File: config.mk
export PLATFORM = sky130hd
export DESIGN_NAME = blit_fill_command_writer
export DESIGN_NICKNAME = d
export VERILOG_FILES = /design/src/design/bfcw_pkg.sv /design/src/design/bfcw_ctrl.sv /design/src/design/bfcw_dp.sv /design/src/design/blit_fill_command_writer.sv
export SDC_FILE = /design/constraint.sdc
export NUM_CORES = 2
export LEC_CHECK = 0
export ABC_AREA = 1
export BUFFER_PORTS_ARGS = -buffer_cell sky130_fd_sc_hd__clkbuf_2
export CAP_MARGIN = 20
export CORE_MARGIN = 4
export CORE_UTILIZATION = 35
export CTS_CLUSTER_DIAMETER = 80
export CTS_CLUSTER_SIZE = 40
export DETAILED_ROUTE_END_ITERATION = 8
export GPL_TIMING_DRIVEN = 0
export PLACE_DENSITY = 0.59
export SETUP_SLACK_MARGIN = 0.05
export SLEW_MARGIN = 0
export SYNTH_ARGS = -nofsm -noshare
export SYNTH_HDL_FRONTEND = slang
export SYNTH_SLANG_ARGS = --single-unit
File: constraint.sdc
create_clock -name clk -period 18 [get_ports clk]
set_clock_uncertainty 0.2 [all_clocks]
set_input_delay 3.6 -clock clk [delete_from_list [all_inputs] [get_ports clk]]
set_output_delay 3.6 -clock clk [all_outputs]
set_load 0.01 [all_outputs]
File: src/design/bfcw_pkg.sv
`timescale 1ns / 1ps
// ----------------------------------------------------------------------------
// Blit/fill command writer package
// Shared codes, register numbers, command and status types and helpers.
// ----------------------------------------------------------------------------
package bfcw_pkg;

  // configuration register indexes
  localparam logic [1:0] CFG_CARD_MODEL  = 2'd0;
  localparam logic [1:0] CFG_COLOR_SPACE = 2'd1;
  localparam logic [1:0] CFG_ROW_BYTES   = 2'd2;

  localparam logic [12:0] ROW_BYTES_RESET = 13'd640;

  // action codes
  localparam logic [2:0] ACT_INIT   = 3'd0;
  localparam logic [2:0] ACT_BLIT   = 3'd1;
  localparam logic [2:0] ACT_FILL   = 3'd2;
  localparam logic [2:0] ACT_INVERT = 3'd3;
  localparam logic [2:0] ACT_RECT   = 3'd4;

  // colour space codes
  localparam logic [2:0] CS_8BPP  = 3'd0;
  localparam logic [2:0] CS_15BPP = 3'd1;
  localparam logic [2:0] CS_16BPP = 3'd2;
  localparam logic [2:0] CS_24BPP = 3'd3;

  // engine register numbers
  localparam logic [3:0] REG_CONTROL       = 4'd0;
  localparam logic [3:0] REG_STATUS        = 4'd1;
  localparam logic [3:0] REG_FGCOLOR       = 4'd2;
  localparam logic [3:0] REG_SRC_START     = 4'd3;
  localparam logic [3:0] REG_DST_START_OLD = 4'd4;
  localparam logic [3:0] REG_DST_START     = 4'd5;
  localparam logic [3:0] REG_EXTENT_OLD    = 4'd6;
  localparam logic [3:0] REG_EXTENT        = 4'd7;
  localparam logic [3:0] REG_PLANEMASK_OLD = 4'd8;
  localparam logic [3:0] REG_SRC_PITCH_OLD = 4'd9;
  localparam logic [3:0] REG_SRC_BIT_OLD   = 4'd10;
  localparam logic [3:0] REG_DST_PITCH_OLD = 4'd11;
  localparam logic [3:0] REG_DST_BIT_OLD   = 4'd12;
  localparam logic [3:0] REG_SRC_PITCH_NEW = 4'd13;

  // control word constants
  localparam logic [31:0] CTRL_BLIT_OLD   = 32'h000c0000;
  localparam logic [31:0] CTRL_BLIT_MID   = 32'h830c0000;
  localparam logic [31:0] CTRL_BLIT_NEW   = 32'h800c0000;
  localparam logic [31:0] CTRL_DIR_REV    = 32'h00000013;
  localparam logic [31:0] CTRL_FILL_OLD   = 32'h000c0008;
  localparam logic [31:0] CTRL_FILL_MID   = 32'h830c0008;
  localparam logic [31:0] CTRL_INVERT_OLD = 32'h00050000;
  localparam logic [31:0] CTRL_INVERT_MID = 32'h83050008;
  localparam logic [31:0] PLANEMASK_ALL   = 32'h0000ffff;

  // pitch table: pixels per row and matching code
  localparam int PITCH_ENTRIES = 6;
  localparam logic [10:0] PITCH_PIX [PITCH_ENTRIES] =
    '{11'd640, 11'd800, 11'd1024, 11'd1152, 11'd1280, 11'd1600};
  localparam logic [2:0] PITCH_CODE [PITCH_ENTRIES] =
    '{3'd2, 3'd3, 3'd4, 3'd5, 3'd6, 3'd7};

  typedef enum logic [1:0] {FAM_OLD, FAM_MID, FAM_NEW} family_t;

  typedef enum logic [1:0] {S_IDLE, S_SRC, S_DST, S_EMIT} state_t;

  typedef struct packed {
    logic capture;
    logic prep;
    logic mul_dst;
    logic load_out;
  } dp_cmd_t;

  typedef struct packed {
    logic last;
  } dp_sts_t;

  typedef struct packed {
    logic        write_valid;
    logic [3:0]  reg_id;
    logic [31:0] reg_data;
    logic        status;
    logic        last;
  } result_t;

  function automatic family_t family_of(input logic [3:0] cm);
    family_t f;
    if (cm == 4'd0) begin
      f = FAM_OLD;
    end else if (cm <= 4'd4) begin
      f = FAM_MID;
    end else begin
      f = FAM_NEW;
    end
    return f;
  endfunction

  // {match, code}: row_bytes / bpp equals a table entry
  function automatic logic [3:0] pitch_code(input logic [12:0] rb, input logic [1:0] bpp);
    logic [3:0]  r;
    logic [13:0] lo;
    r = 4'd0;
    for (int i = 0; i < PITCH_ENTRIES; i++) begin
      lo = 14'(PITCH_PIX[i]) * 14'(bpp);
      if ((14'(rb) >= lo) && (14'(rb) < lo + 14'(bpp))) begin
        r = {1'b1, PITCH_CODE[i]};
      end
    end
    return r;
  endfunction

  function automatic result_t mk_write(input logic [3:0] id, input logic [31:0] data,
                                       input logic lst);
    result_t r;
    r.write_valid = 1'b1;
    r.reg_id      = id;
    r.reg_data    = data;
    r.status      = 1'b0;
    r.last        = lst;
    return r;
  endfunction

  function automatic result_t mk_none(input logic st);
    result_t r;
    r.write_valid = 1'b0;
    r.reg_id      = REG_CONTROL;
    r.reg_data    = 32'd0;
    r.status      = st;
    r.last        = 1'b1;
    return r;
  endfunction

endpackage

File: src/design/bfcw_ctrl.sv
`timescale 1ns / 1ps
// ----------------------------------------------------------------------------
// Blit/fill command writer controller
// Sequences capture, address multiplies and result emission; owns handshakes.
// ----------------------------------------------------------------------------
module bfcw_ctrl
  import bfcw_pkg::*;
(
  input  logic    clk,
  input  logic    rst,
  input  logic    in_valid,
  output logic    in_ready,
  output logic    out_valid,
  input  logic    out_ready,
  output dp_cmd_t cmd,
  input  dp_sts_t sts
);

  state_t state, state_next;
  logic   out_valid_next;

  always_ff @(posedge clk) begin
    if (rst) begin
      state     <= S_IDLE;
      out_valid <= 1'b0;
    end else begin
      state     <= state_next;
      out_valid <= out_valid_next;
    end
  end

  always_comb begin
    state_next     = state;
    cmd            = '0;
    in_ready       = 1'b0;
    out_valid_next = out_valid && !out_ready;
    case (state)
      S_IDLE: begin
        in_ready = 1'b1;
        if (in_valid) begin
          cmd.capture = 1'b1;
          state_next  = S_SRC;
        end
      end
      S_SRC: begin
        cmd.prep   = 1'b1;
        state_next = S_DST;
      end
      S_DST: begin
        cmd.mul_dst = 1'b1;
        state_next  = S_EMIT;
      end
      S_EMIT: begin
        if (!out_valid || out_ready) begin
          cmd.load_out   = 1'b1;
          out_valid_next = 1'b1;
          if (sts.last) begin
            // take the next transaction while the final result goes out
            in_ready = 1'b1;
            if (in_valid) begin
              cmd.capture = 1'b1;
              state_next  = S_SRC;
            end else begin
              state_next = S_IDLE;
            end
          end
        end
      end
      default: state_next = S_IDLE;
    endcase
  end

endmodule

File: src/design/bfcw_dp.sv
`timescale 1ns / 1ps
// ----------------------------------------------------------------------------
// Blit/fill command writer datapath
// Configuration and engine state, operand capture, shared linear address
// multiplier, result selection and output register.
// ----------------------------------------------------------------------------
module bfcw_dp
  import bfcw_pkg::*;
(
  input  logic        clk,
  input  logic        rst,
  input  logic        cfg_we,
  input  logic [1:0]  cfg_index,
  input  logic [12:0] cfg_data,
  input  logic [2:0]  action,
  input  logic [15:0] src_x,
  input  logic [15:0] src_y,
  input  logic [15:0] dst_x,
  input  logic [15:0] dst_y,
  input  logic [15:0] width,
  input  logic [15:0] height,
  input  logic [15:0] x_end,
  input  logic [31:0] color,
  input  dp_cmd_t     cmd,
  output dp_sts_t     sts,
  output logic        write_valid,
  output logic [3:0]  reg_id,
  output logic [31:0] reg_data,
  output logic        status,
  output logic        last
);

  logic [3:0]  card_model;
  logic [2:0]  color_space;
  logic [12:0] row_bytes;

  logic [1:0]  depth;
  logic [2:0]  pcode;
  logic        b27;
  logic [1:0]  bpp;
  logic        init_err;

  logic [2:0]  act;
  logic [16:0] ax, ay, bx, by;
  logic [15:0] wid, hgt, rdx;
  logic [31:0] color_q;
  logic        rev;
  logic [31:0] src_lin, dst_lin;
  logic [2:0]  idx;

  family_t     fam;
  logic        fwd, rev_in;
  logic [16:0] mul_x, mul_y;
  logic [29:0] prod_y;
  logic [18:0] prod_x;
  logic [31:0] lin;
  logic        cs_ok, err24, code_bad, good;
  logic [1:0]  depth_n, bpp_n;
  logic [3:0]  pc;
  logic [31:0] ec, dirw, ctrl_word;
  result_t     res;

  assign fam = family_of(card_model);

  always_ff @(posedge clk) begin
    if (rst) begin
      card_model  <= 4'd0;
      color_space <= CS_8BPP;
      row_bytes   <= ROW_BYTES_RESET;
    end else if (cfg_we) begin
      case (cfg_index)
        CFG_CARD_MODEL:  card_model  <= cfg_data[3:0];
        CFG_COLOR_SPACE: color_space <= cfg_data[2:0];
        CFG_ROW_BYTES:   row_bytes   <= cfg_data;
        default: ;
      endcase
    end
  end

  // blit direction: copy from the lower right unless the destination leads
  assign fwd    = (dst_y < src_y) || ((dst_y == src_y) && (dst_x < src_x));
  assign rev_in = (action == ACT_BLIT) && !fwd;

  always_ff @(posedge clk) begin
    if (cmd.capture) begin
      act     <= action;
      rev     <= rev_in;
      ax      <= rev_in ? {1'b0, src_x} + {1'b0, width}  : {1'b0, src_x};
      ay      <= rev_in ? {1'b0, src_y} + {1'b0, height} : {1'b0, src_y};
      bx      <= rev_in ? {1'b0, dst_x} + {1'b0, width}  : {1'b0, dst_x};
      by      <= rev_in ? {1'b0, dst_y} + {1'b0, height} : {1'b0, dst_y};
      wid     <= width;
      hgt     <= height;
      rdx     <= x_end - src_x;
      color_q <= color;
    end
  end

  // shared linear address unit: y * row_bytes + x * bpp
  assign mul_x  = cmd.mul_dst ? bx : ax;
  assign mul_y  = cmd.mul_dst ? by : ay;
  assign prod_y = mul_y * row_bytes;
  assign prod_x = mul_x * bpp;
  assign lin    = 32'(prod_y) + 32'(prod_x);

  always_ff @(posedge clk) begin
    if (cmd.prep) begin
      src_lin <= lin;
    end
    if (cmd.mul_dst) begin
      dst_lin <= lin;
    end
  end

  // init: depth, bytes per pixel and pitch code
  always_comb begin
    cs_ok   = 1'b1;
    depth_n = 2'd0;
    bpp_n   = 2'd0;
    case (color_space)
      CS_8BPP: begin
        depth_n = 2'd1;
        bpp_n   = 2'd1;
      end
      CS_15BPP, CS_16BPP: begin
        depth_n = 2'd2;
        bpp_n   = 2'd2;
      end
      CS_24BPP: begin
        depth_n = 2'd3;
        bpp_n   = 2'd3;
      end
      default: cs_ok = 1'b0;
    endcase
  end

  assign pc       = pitch_code(row_bytes, bpp_n);
  assign err24    = (color_space == CS_24BPP) && (fam != FAM_NEW);
  assign code_bad = (fam != FAM_OLD) && !pc[3];
  assign good     = cs_ok && !err24 && !code_bad;

  always_ff @(posedge clk) begin
    if (rst) begin
      depth <= 2'd0;
      pcode <= 3'd0;
      b27   <= 1'b0;
      bpp   <= 2'd0;
    end else if (cmd.prep && (act == ACT_INIT) && cs_ok) begin
      depth <= depth_n;
      bpp   <= bpp_n;
      pcode <= (good && (fam != FAM_OLD)) ? pc[2:0] : 3'd0;
      b27   <= good && ((card_model == 4'd1) || (card_model == 4'd2));
    end
  end

  always_ff @(posedge clk) begin
    if (cmd.prep && (act == ACT_INIT)) begin
      init_err <= !good;
    end
  end

  always_ff @(posedge clk) begin
    if (rst) begin
      idx <= 3'd0;
    end else if (cmd.mul_dst) begin
      idx <= 3'd0;
    end else if (cmd.load_out) begin
      idx <= idx + 3'd1;
    end
  end

  assign ec   = {4'd0, b27, 14'd0, pcode, depth, 8'd0};
  assign dirw = rev ? CTRL_DIR_REV : 32'd0;

  always_comb begin
    case (act)
      ACT_BLIT: begin
        case (fam)
          FAM_OLD: ctrl_word = ec | CTRL_BLIT_OLD | dirw;
          FAM_MID: ctrl_word = ec | CTRL_BLIT_MID | dirw;
          default: ctrl_word = CTRL_BLIT_NEW | dirw;
        endcase
      end
      ACT_FILL: begin
        case (fam)
          FAM_OLD: ctrl_word = ec | CTRL_FILL_OLD;
          FAM_MID: ctrl_word = ec | CTRL_FILL_MID;
          default: ctrl_word = CTRL_FILL_MID;
        endcase
      end
      default: begin
        case (fam)
          FAM_OLD: ctrl_word = ec | CTRL_INVERT_OLD;
          FAM_MID: ctrl_word = ec | CTRL_INVERT_MID;
          default: ctrl_word = CTRL_INVERT_MID;
        endcase
      end
    endcase
  end

  always_comb begin
    res = mk_none(1'b0);
    case (act)
      ACT_INIT: begin
        if (init_err) begin
          res = mk_none(1'b1);
        end else if (fam == FAM_OLD) begin
          case (idx)
            3'd0:    res = mk_write(REG_PLANEMASK_OLD, PLANEMASK_ALL, 1'b0);
            3'd1:    res = mk_write(REG_SRC_PITCH_OLD, 32'(row_bytes), 1'b0);
            3'd2:    res = mk_write(REG_SRC_BIT_OLD, 32'd0, 1'b0);
            3'd3:    res = mk_write(REG_DST_PITCH_OLD, 32'(row_bytes), 1'b0);
            default: res = mk_write(REG_DST_BIT_OLD, 32'd0, 1'b1);
          endcase
        end else if (fam == FAM_NEW) begin
          case (idx)
            3'd0:    res = mk_write(REG_STATUS, {ec[15:0], 16'd0}, 1'b0);
            default: res = mk_write(REG_SRC_PITCH_NEW,
                                    {3'd0, row_bytes, 3'd0, row_bytes}, 1'b1);
          endcase
        end
      end
      ACT_BLIT: begin
        case (fam)
          FAM_OLD: begin
            case (idx)
              3'd0:    res = mk_write(REG_CONTROL, ctrl_word, 1'b0);
              3'd1:    res = mk_write(REG_EXTENT_OLD, {hgt, wid}, 1'b0);
              3'd2:    res = mk_write(REG_SRC_START, src_lin, 1'b0);
              default: res = mk_write(REG_DST_START_OLD, dst_lin, 1'b1);
            endcase
          end
          FAM_MID: begin
            case (idx)
              3'd0:    res = mk_write(REG_CONTROL, ctrl_word, 1'b0);
              3'd1:    res = mk_write(REG_SRC_START, {ay[15:0], ax[15:0]}, 1'b0);
              3'd2:    res = mk_write(REG_DST_START, {by[15:0], bx[15:0]}, 1'b0);
              default: res = mk_write(REG_EXTENT, {hgt + 16'd1, wid + 16'd1}, 1'b1);
            endcase
          end
          default: begin
            case (idx)
              3'd0:    res = mk_write(REG_CONTROL, ctrl_word, 1'b0);
              3'd1:    res = mk_write(REG_SRC_START, src_lin, 1'b0);
              3'd2:    res = mk_write(REG_DST_START, dst_lin, 1'b0);
              default: res = mk_write(REG_EXTENT, {hgt + 16'd1, wid + 16'd1}, 1'b1);
            endcase
          end
        endcase
      end
      ACT_FILL: begin
        if (idx == 3'd0) begin
          res = mk_write(REG_CONTROL, ctrl_word, 1'b0);
        end else if ((fam == FAM_OLD) && (bpp != 2'd1)) begin
          res = mk_write(REG_FGCOLOR, {16'd0, color_q[7:0], color_q[15:8]}, 1'b1);
        end else begin
          res = mk_write(REG_FGCOLOR, color_q, 1'b1);
        end
      end
      ACT_INVERT: begin
        if (idx == 3'd0) begin
          res = mk_write(REG_CONTROL, ctrl_word, 1'b0);
        end else begin
          res = mk_write(REG_FGCOLOR, 32'd0, 1'b1);
        end
      end
      ACT_RECT: begin
        if (rdx == 16'd0) begin
          res = mk_none(1'b0);
        end else if (fam == FAM_OLD) begin
          if (idx == 3'd0) begin
            res = mk_write(REG_EXTENT_OLD, {hgt - 16'd1, rdx - 16'd1}, 1'b0);
          end else begin
            res = mk_write(REG_DST_START_OLD, src_lin, 1'b1);
          end
        end else begin
          if (idx == 3'd0) begin
            res = mk_write(REG_DST_START, {ay[15:0], ax[15:0]}, 1'b0);
          end else begin
            res = mk_write(REG_EXTENT, {hgt, rdx}, 1'b1);
          end
        end
      end
      default: res = mk_none(1'b0);
    endcase
  end

  assign sts.last = res.last;

  always_ff @(posedge clk) begin
    if (cmd.load_out) begin
      write_valid <= res.write_valid;
      reg_id      <= res.reg_id;
      reg_data    <= res.reg_data;
      status      <= res.status;
      last        <= res.last;
    end
  end

endmodule

File: src/design/blit_fill_command_writer.sv
`timescale 1ns / 1ps
// ----------------------------------------------------------------------------
// Blit/fill command writer
// Turns init, blit, fill, invert and rectangle actions into ordered engine
// register writes.
// ----------------------------------------------------------------------------
// Flow: an accepted transaction makes two passes through the shared linear address
// multiplier, source then destination, then its n results (1 to 5) are registered
// out one result a cycle while out_ready does not hold the output off.
// Reset: idle, output empty, card_model 0, color_space 0, row_bytes 640,
// engine control word and bytes per pixel zero.
module blit_fill_command_writer
  import bfcw_pkg::*;
(
  input  logic        clk,
  input  logic        rst,
  input  logic        cfg_we,
  input  logic [1:0]  cfg_index,
  input  logic [12:0] cfg_data,
  input  logic        in_valid,
  output logic        in_ready,
  input  logic [2:0]  action,
  input  logic [15:0] src_x,
  input  logic [15:0] src_y,
  input  logic [15:0] dst_x,
  input  logic [15:0] dst_y,
  input  logic [15:0] width,
  input  logic [15:0] height,
  input  logic [15:0] x_end,
  input  logic [31:0] color,
  output logic        out_valid,
  input  logic        out_ready,
  output logic        write_valid,
  output logic [3:0]  reg_id,
  output logic [31:0] reg_data,
  output logic        status,
  output logic        last
);

  dp_cmd_t cmd;
  dp_sts_t sts;

  bfcw_ctrl u_ctrl (
    .clk       (clk),
    .rst       (rst),
    .in_valid  (in_valid),
    .in_ready  (in_ready),
    .out_valid (out_valid),
    .out_ready (out_ready),
    .cmd       (cmd),
    .sts       (sts)
  );

  bfcw_dp u_dp (
    .clk         (clk),
    .rst         (rst),
    .cfg_we      (cfg_we),
    .cfg_index   (cfg_index),
    .cfg_data    (cfg_data),
    .action      (action),
    .src_x       (src_x),
    .src_y       (src_y),
    .dst_x       (dst_x),
    .dst_y       (dst_y),
    .width       (width),
    .height      (height),
    .x_end       (x_end),
    .color       (color),
    .cmd         (cmd),
    .sts         (sts),
    .write_valid (write_valid),
    .reg_id      (reg_id),
    .reg_data    (reg_data),
    .status      (status),
    .last        (last)
  );

  a_accept_then_prep: assert property (@(posedge clk) disable iff (rst)
    in_valid && in_ready |=> cmd.prep)
    else $error("accepted transaction not followed by source address pass");

  a_prep_then_dst: assert property (@(posedge clk) disable iff (rst)
    cmd.prep |=> cmd.mul_dst)
    else $error("source address pass not followed by destination pass");

  a_last_frees_input: assert property (@(posedge clk) disable iff (rst)
    cmd.load_out && sts.last |-> in_ready)
    else $error("input held while final result loads");

  a_nonwrite_clean: assert property (@(posedge clk) disable iff (rst)
    out_valid && !write_valid |-> (reg_id == REG_CONTROL) && (reg_data == 32'd0))
    else $error("non-write result carries register or data");

endmodule

; Word-level counts from Yosys, hierarchy flattened
; Cells that the tools add are included.
[totals]
reg_bits = 288
inputBits = 167
word_cells = 199
[classes]
n_addsub = 17
mul = 7
magnitude_cmp = 15
eq_ne = 26
muxes = 57
bitwise_logic = 2
reduce_logical = 44
[op_table]
columns = op, n
row1 = case mux 37 bit (3 select lines), 3
row2 = case mux 32 bit (2 select lines), 4
row3 = 2-to-1 mux 39 bit, 6
row4 = case mux 39 bit (5 select lines), 1
row5 = case mux 37 bit (4 select lines), 1
row6 = 2-to-1 mux 36 bit, 3
row7 = < comparator 13 x 14 -> 1 bit, 6
row8 = case mux 39 bit (2 select lines), 1
row9 = adder 16 x 16 -> 17 bit, 4
row10 = 2-to-1 mux 16 bit, 4
row11 = adder 13 x 2 -> 14 bit, 3
row12 = adder 12 x 2 -> 13 bit, 3
row13 = greater-or-equal comparator 13 x 12 -> 1 bit, 3
row14 = greater-or-equal comparator 13 bit, 3
row15 = 2-to-1 mux 38 bit, 1
row16 = 2-to-1 mux 17 bit, 2
row17 = 2-to-1 mux 34 bit, 1
row18 = adder 16 x 1 -> 16 bit (second input constant), 2
row19 = < comparator 16 bit, 2
row20 = bitwise OR 28 x 32 -> 32 bit, 1
row21 = bitwise OR 32 bit, 1
row22 = subtractor 16 x 1 -> 16 bit (second input constant), 2
row23 = adder 30 x 19 -> 31 bit, 1
row24 = multiplier 17 x 13 -> 30 bit, 1
row25 = other kinds (37), 109

; Longest topological paths before layout
[depth]
word_depth = 19
mapped_depth = 29
mapped_depth_nobuf = 28

; Hierarchy
; Synthesis repeated with hierarchy kept, for this count alone.
[unflattened]
cells_unflattened = 3703
hier_area_um2 = 29435.7
[by_module_without_submodules]
columns = module, instances, cells_each, area_per_inst_um2, seq_area_each_um2
row1 = bfcw_dp, 1, 3664, 29154.2, 8207.9
row2 = bfcw_ctrl, 1, 39, 281.5, 60.1

; Worst setup path after synthesis
; OpenSTA, ideal clock, no wires.
[synth_path]
path_type = in2reg
startpoint = in out_ready
endpoint = reg u_dp.act[0], enable pin
arrival_time_ns = 9.443
required_ns = 17.271
slack_ns = 7.828
cell_stages = 5
n_path_buf = 0
path_cell_list = nor2_1 nor2_1 nand2_1 a21oi_1 and2_1
[synth_rtl]
columns = element, line
row1 = "start, declared", blit_fill_command_writer.sv:32  ; input logic out_ready,
row2 = "end signal, assigned", bfcw_dp.sv:86  ; act <= action;
row3 = "end, declared", bfcw_dp.sv:43  ; logic [2:0] act;

; Worst setup path after layout
[layout_path]
startpoint = reg u_ctrl.state[0]
endpoint = reg u_dp.dst_lin[19], data pin
[layout_via]
elab_chain_cells = 5
[layout_rtl]
columns = element, line
row1 = "start, declared", bfcw_ctrl.sv:19  ; state_t state, state_next;
row2 = "start signal, assigned", bfcw_ctrl.sv:27  ; state <= state_next;
row3 = == test 2 bit (*), bfcw_ctrl.sv:37  ; case (state)
row4 = 2-to-1 mux 1 bit (*), bfcw_ctrl.sv:37
row5 = 2-to-1 mux 17 bit (on tied branches), "bfcw_dp.sv:101, bfcw_dp.sv:100"
row6 = multiplier 17 x 13 -> 30 bit or multiplier 17 x 2 -> 19 bit (tied branches), "bfcw_dp.sv:102, bfcw_dp.sv:103"
row7 = adder 30 x 19 -> 31 bit (*), bfcw_dp.sv:104  ; assign lin = 32'(prod_y) + 32'(prod_x);
row8 = net u_dp.lin[19], bfcw_dp.sv:56  ; logic [31:0] lin;
row9 = "end signal, assigned", bfcw_dp.sv:111  ; dst_lin <= lin;
row10 = "end, declared", bfcw_dp.sv:48  ; logic [31:0] src_lin, dst_lin;
; Mark *: on every way through the listed nets, which the timed path passes. The rest lies on a longest branch.
; A chain may end at the register's enable or synchronous reset.

==> results.yml <==
clock_network:
  cts_hold_buffers: 0
  clockRootBuffer: "clkbuf_16"
  cts_tree: "done"
  postCtsSetupRepairBufs: 0
  cts_made_buffers: 18
  h-tree-depth: 1
  clk_pin_slew_worst_paths_ps: 130
  insertion_delay_ps: 600
  cts_resized: 0
  cts_sinks: 286
  clockBufferDepth: 3
logic_synthesis:
  synth-adder-area-share_pct: 25.00
  synth-xor-area-share_pct: 3.736
  yosysTopAreaCell: "edfxtp_1"
  yosysSeqAreaShare_pct: 28.22
  muxShareOfSynthArea_pct: 0.1366
  yosys.cell_count.top_type: "nand2_1"
  synth-simple-area-share_pct: 18.35
  synth_top_family_by_area: "adder cells"
  async_reset_ff_share_pct: 0
  syn_area_um2: 29300
  ys.flop_type: "edfxtp_1"
  synth_common_cells: "nand2_1, inv_1, nor2_1"
  yosysUniqueCellTypes: 73
  synth.area.top_cells: "edfxtp_1, fa_1, ha_1"
  synth_edf_count: 254
  syn_inst: 3576
  yosysTopAreaCellShare_pct: 26.03
  syn-num-nets: 4206
  synth_compound_area_share_pct: 15.23
  postSynthAreaPerCell_um2: 8.194
  synth-seq-cells: 286
  ys_warn_count: 0
timing:
  hold_violations: 0
  fin_setup_tns_ps: 0
  setup_viol: 0
  rsz0062_at_grt: "false"
  worst_hold_slack_ps: 284.7
  slew_headroom_pct: 14.91
  fmax_mhz: 104.0
  slew_violations: 0
  period_share_pct: 53.41
  worst_pin_slew_ps: 1276
  period_minus_slack_ps: 9613
worst_setup_path:
  start_kind: "flip-flop"
  rr_endpoint: "u_dp.dst_lin[19]"
  max_stage_delay_ps: 800
  critical_path.endpoint_type: "flip-flop"
  arrival_ps: 9710
  path_max_fanout: 13
  r2r_start: "u_ctrl.state[0]"
  cp_common_cell: "inv_1"
  crit_slowest_cell: "clkbuf_1"
  regToRegSetupSlack_ps: 8390
  cp.required_ps: 18100
  path_class: "flip-flop to flip-flop"
  reg2reg_depth: 28
power_and_ir_drop:
  ir_drop_mv: 0.2867
  power.leakage_uw: 0.01478
  power_density_nw_per_um2: 205.6
final_layout:
  multi_input_area_um2: 18310
  nets: 4446
  seq_area_um2: 8268
  drive_gt1_share_pct: 11.10
  area_growth_pct: 11.59
  fill_cells: 8624
outcome:
  status: "completed"
route:
  drc_errors: 0
  drt_wl_total_mm: 127.9
  routed_via_density: 5.691
  drtIter0Drc: 3716
  routedWlPerCell_um: 26.11
  vias: 27882
  ant_nets: 0
  first_pass_iters: 8
floorplanning:
  num_io_pins: 208
  core_um2: 82500
  num_rows: 105
  start_util_pct: 35.51
  die_h_um: 297.3
  die_w_um: 297.3
  dieArea_um2: 88410
global_route:
  antenna_found_initial: 4
  grt_usage_pct: 27.89
  grt_pass1_vias: 25991
  grt_pass1_wl_mm: 182.9
  grt_overflow: 0
  grt_max_degree: 74
worst_hold_path:
  hold_depth: 2
  min_to: "u_dp.b27"
  hold_path.class: "flip-flop to flip-flop"
  worstHoldStart: "u_dp.b27"
flow_run:
  maxCapViolCount: 0
placed_design:
  gp_congestion: 1.031
  io_buffers: 206
  hpwl_mm: 104.3
stage by stage:
step | std cells | setup WS (ps) | util [%] | power [µW] | instance area, µm²
6_report | 4899 | 8387 | 39.63 | 6721 | 32700
5_1_grt | 4898 | 8353 | 39.63 | 7156 | 32690
4_1_cts | 4897 | 8808 | 39.62 | 6605 | 32690
3_5_place_dp | 4865 | 8844 | 38.63 | 6017 | 31870
3_3_place_gp | 4852 | 4812 | 38.39 | 6040 | 31670
2_1_floorplan | 3576 | 7828 | - | 4274 | 29300
per-layer routing:
metal	part of all wire, %	track usage, %
met5	0.0094	0
met4	3.8	7.951
met3	11	7.400
met2	41	40.66
met1	44	40.57
final cells by class:
class / count / share of cell area [%]
timing repair buffer: 220 / 3.746
clock inverter: 13 / 1.037
clock buffer: 19 / 1.454
tap: 1070 / 4.095
inverter: 557 / 6.425
sequential: 286 / 25.29
buffer: 132 / 1.936
antenna: 1 / 0.007653
multi-input combinational: 2601 / 56.01
sequential cells by signal, summed over array words and instances (netlist names), 2 cells and up:
signal,cells
u_dp.color_q,32
u_dp.reg_data,32
u_dp.dst_lin,31
u_dp.src_lin,31
u_dp.ax,17
u_dp.ay,17
u_dp.bx,17
u_dp.by,17
u_dp.hgt,16
u_dp.rdx,16
u_dp.wid,16
u_dp.row_bytes,13
u_dp.card_model,4
u_dp.reg_id,4
u_dp.act,3
u_dp.color_space,3
u_dp.idx,3
u_dp.pcode,3
u_ctrl.state,2
u_dp.depth,2
power by group:
part	internal [µW]	switching, µW
registers	1220	176
logic	1430	3350
clock network	230	312
total	2880	3840
worst max-delay path: cells and delay by family, from the launching register on:
kind / cells / cell delay (ps)
fa+ha+maj: 8 / 3480
buf+inv: 9 / 2330
compound gates: 7 / 1910
xor+xnor: 1 / 630
simple gates: 3 / 420
flops: 1 / 360
worst max path at each step:
| stage | start | end | cells after the start |
|---|---|---|---|
| floorplan | out_ready | u_dp.act[0] | 5 |
| global placement | out_ready | u_dp.by[15] | 6 |
| detailed placement | u_ctrl.state[0] | u_dp.src_lin[19] | 28 |
| CTS | u_ctrl.state[0] | u_dp.src_lin[19] | 28 |
| global route | u_ctrl.state[0] | u_dp.dst_lin[19] | 28 |
| finish | u_ctrl.state[0] | u_dp.dst_lin[19] | 28 |
kinds of logic after synthesis:
| group | after synthesis |
|---|---|
| simple gates | 1260 |
| buf+inv | 689 |
| flops | 286 |
| fa+ha+maj | 463 |
| xor+xnor | 125 |
| compound gates | 749 |
| mux | 4 |
placed cells by master (no fill, tap or decap), drive strengths merged, types with 10 or more instances in the layout:
| cell type | count |
|---|---|
| ha | 259 |
| o21ai | 301 |
| o211ai | 34 |
| edfxtp | 254 |
| dfxtp | 32 |
| clkbuf | 284 |
| xnor2 | 47 |
| o221ai | 27 |
| nand2 | 666 |
| nor3 | 42 |
| xor2 | 78 |
| clkinv | 15 |
| o22ai | 34 |
| inv | 554 |
| nor2 | 349 |
| nand3 | 122 |
| fa | 204 |
| nor4 | 12 |
| o2111ai | 24 |
| a21o | 12 |
| a211oi | 10 |
| nand4 | 51 |
| a31oi | 20 |
| a21oi | 217 |
| buf | 87 |
| a221oi | 27 |
Note: power is estimated with default switching activity, not from simulation.
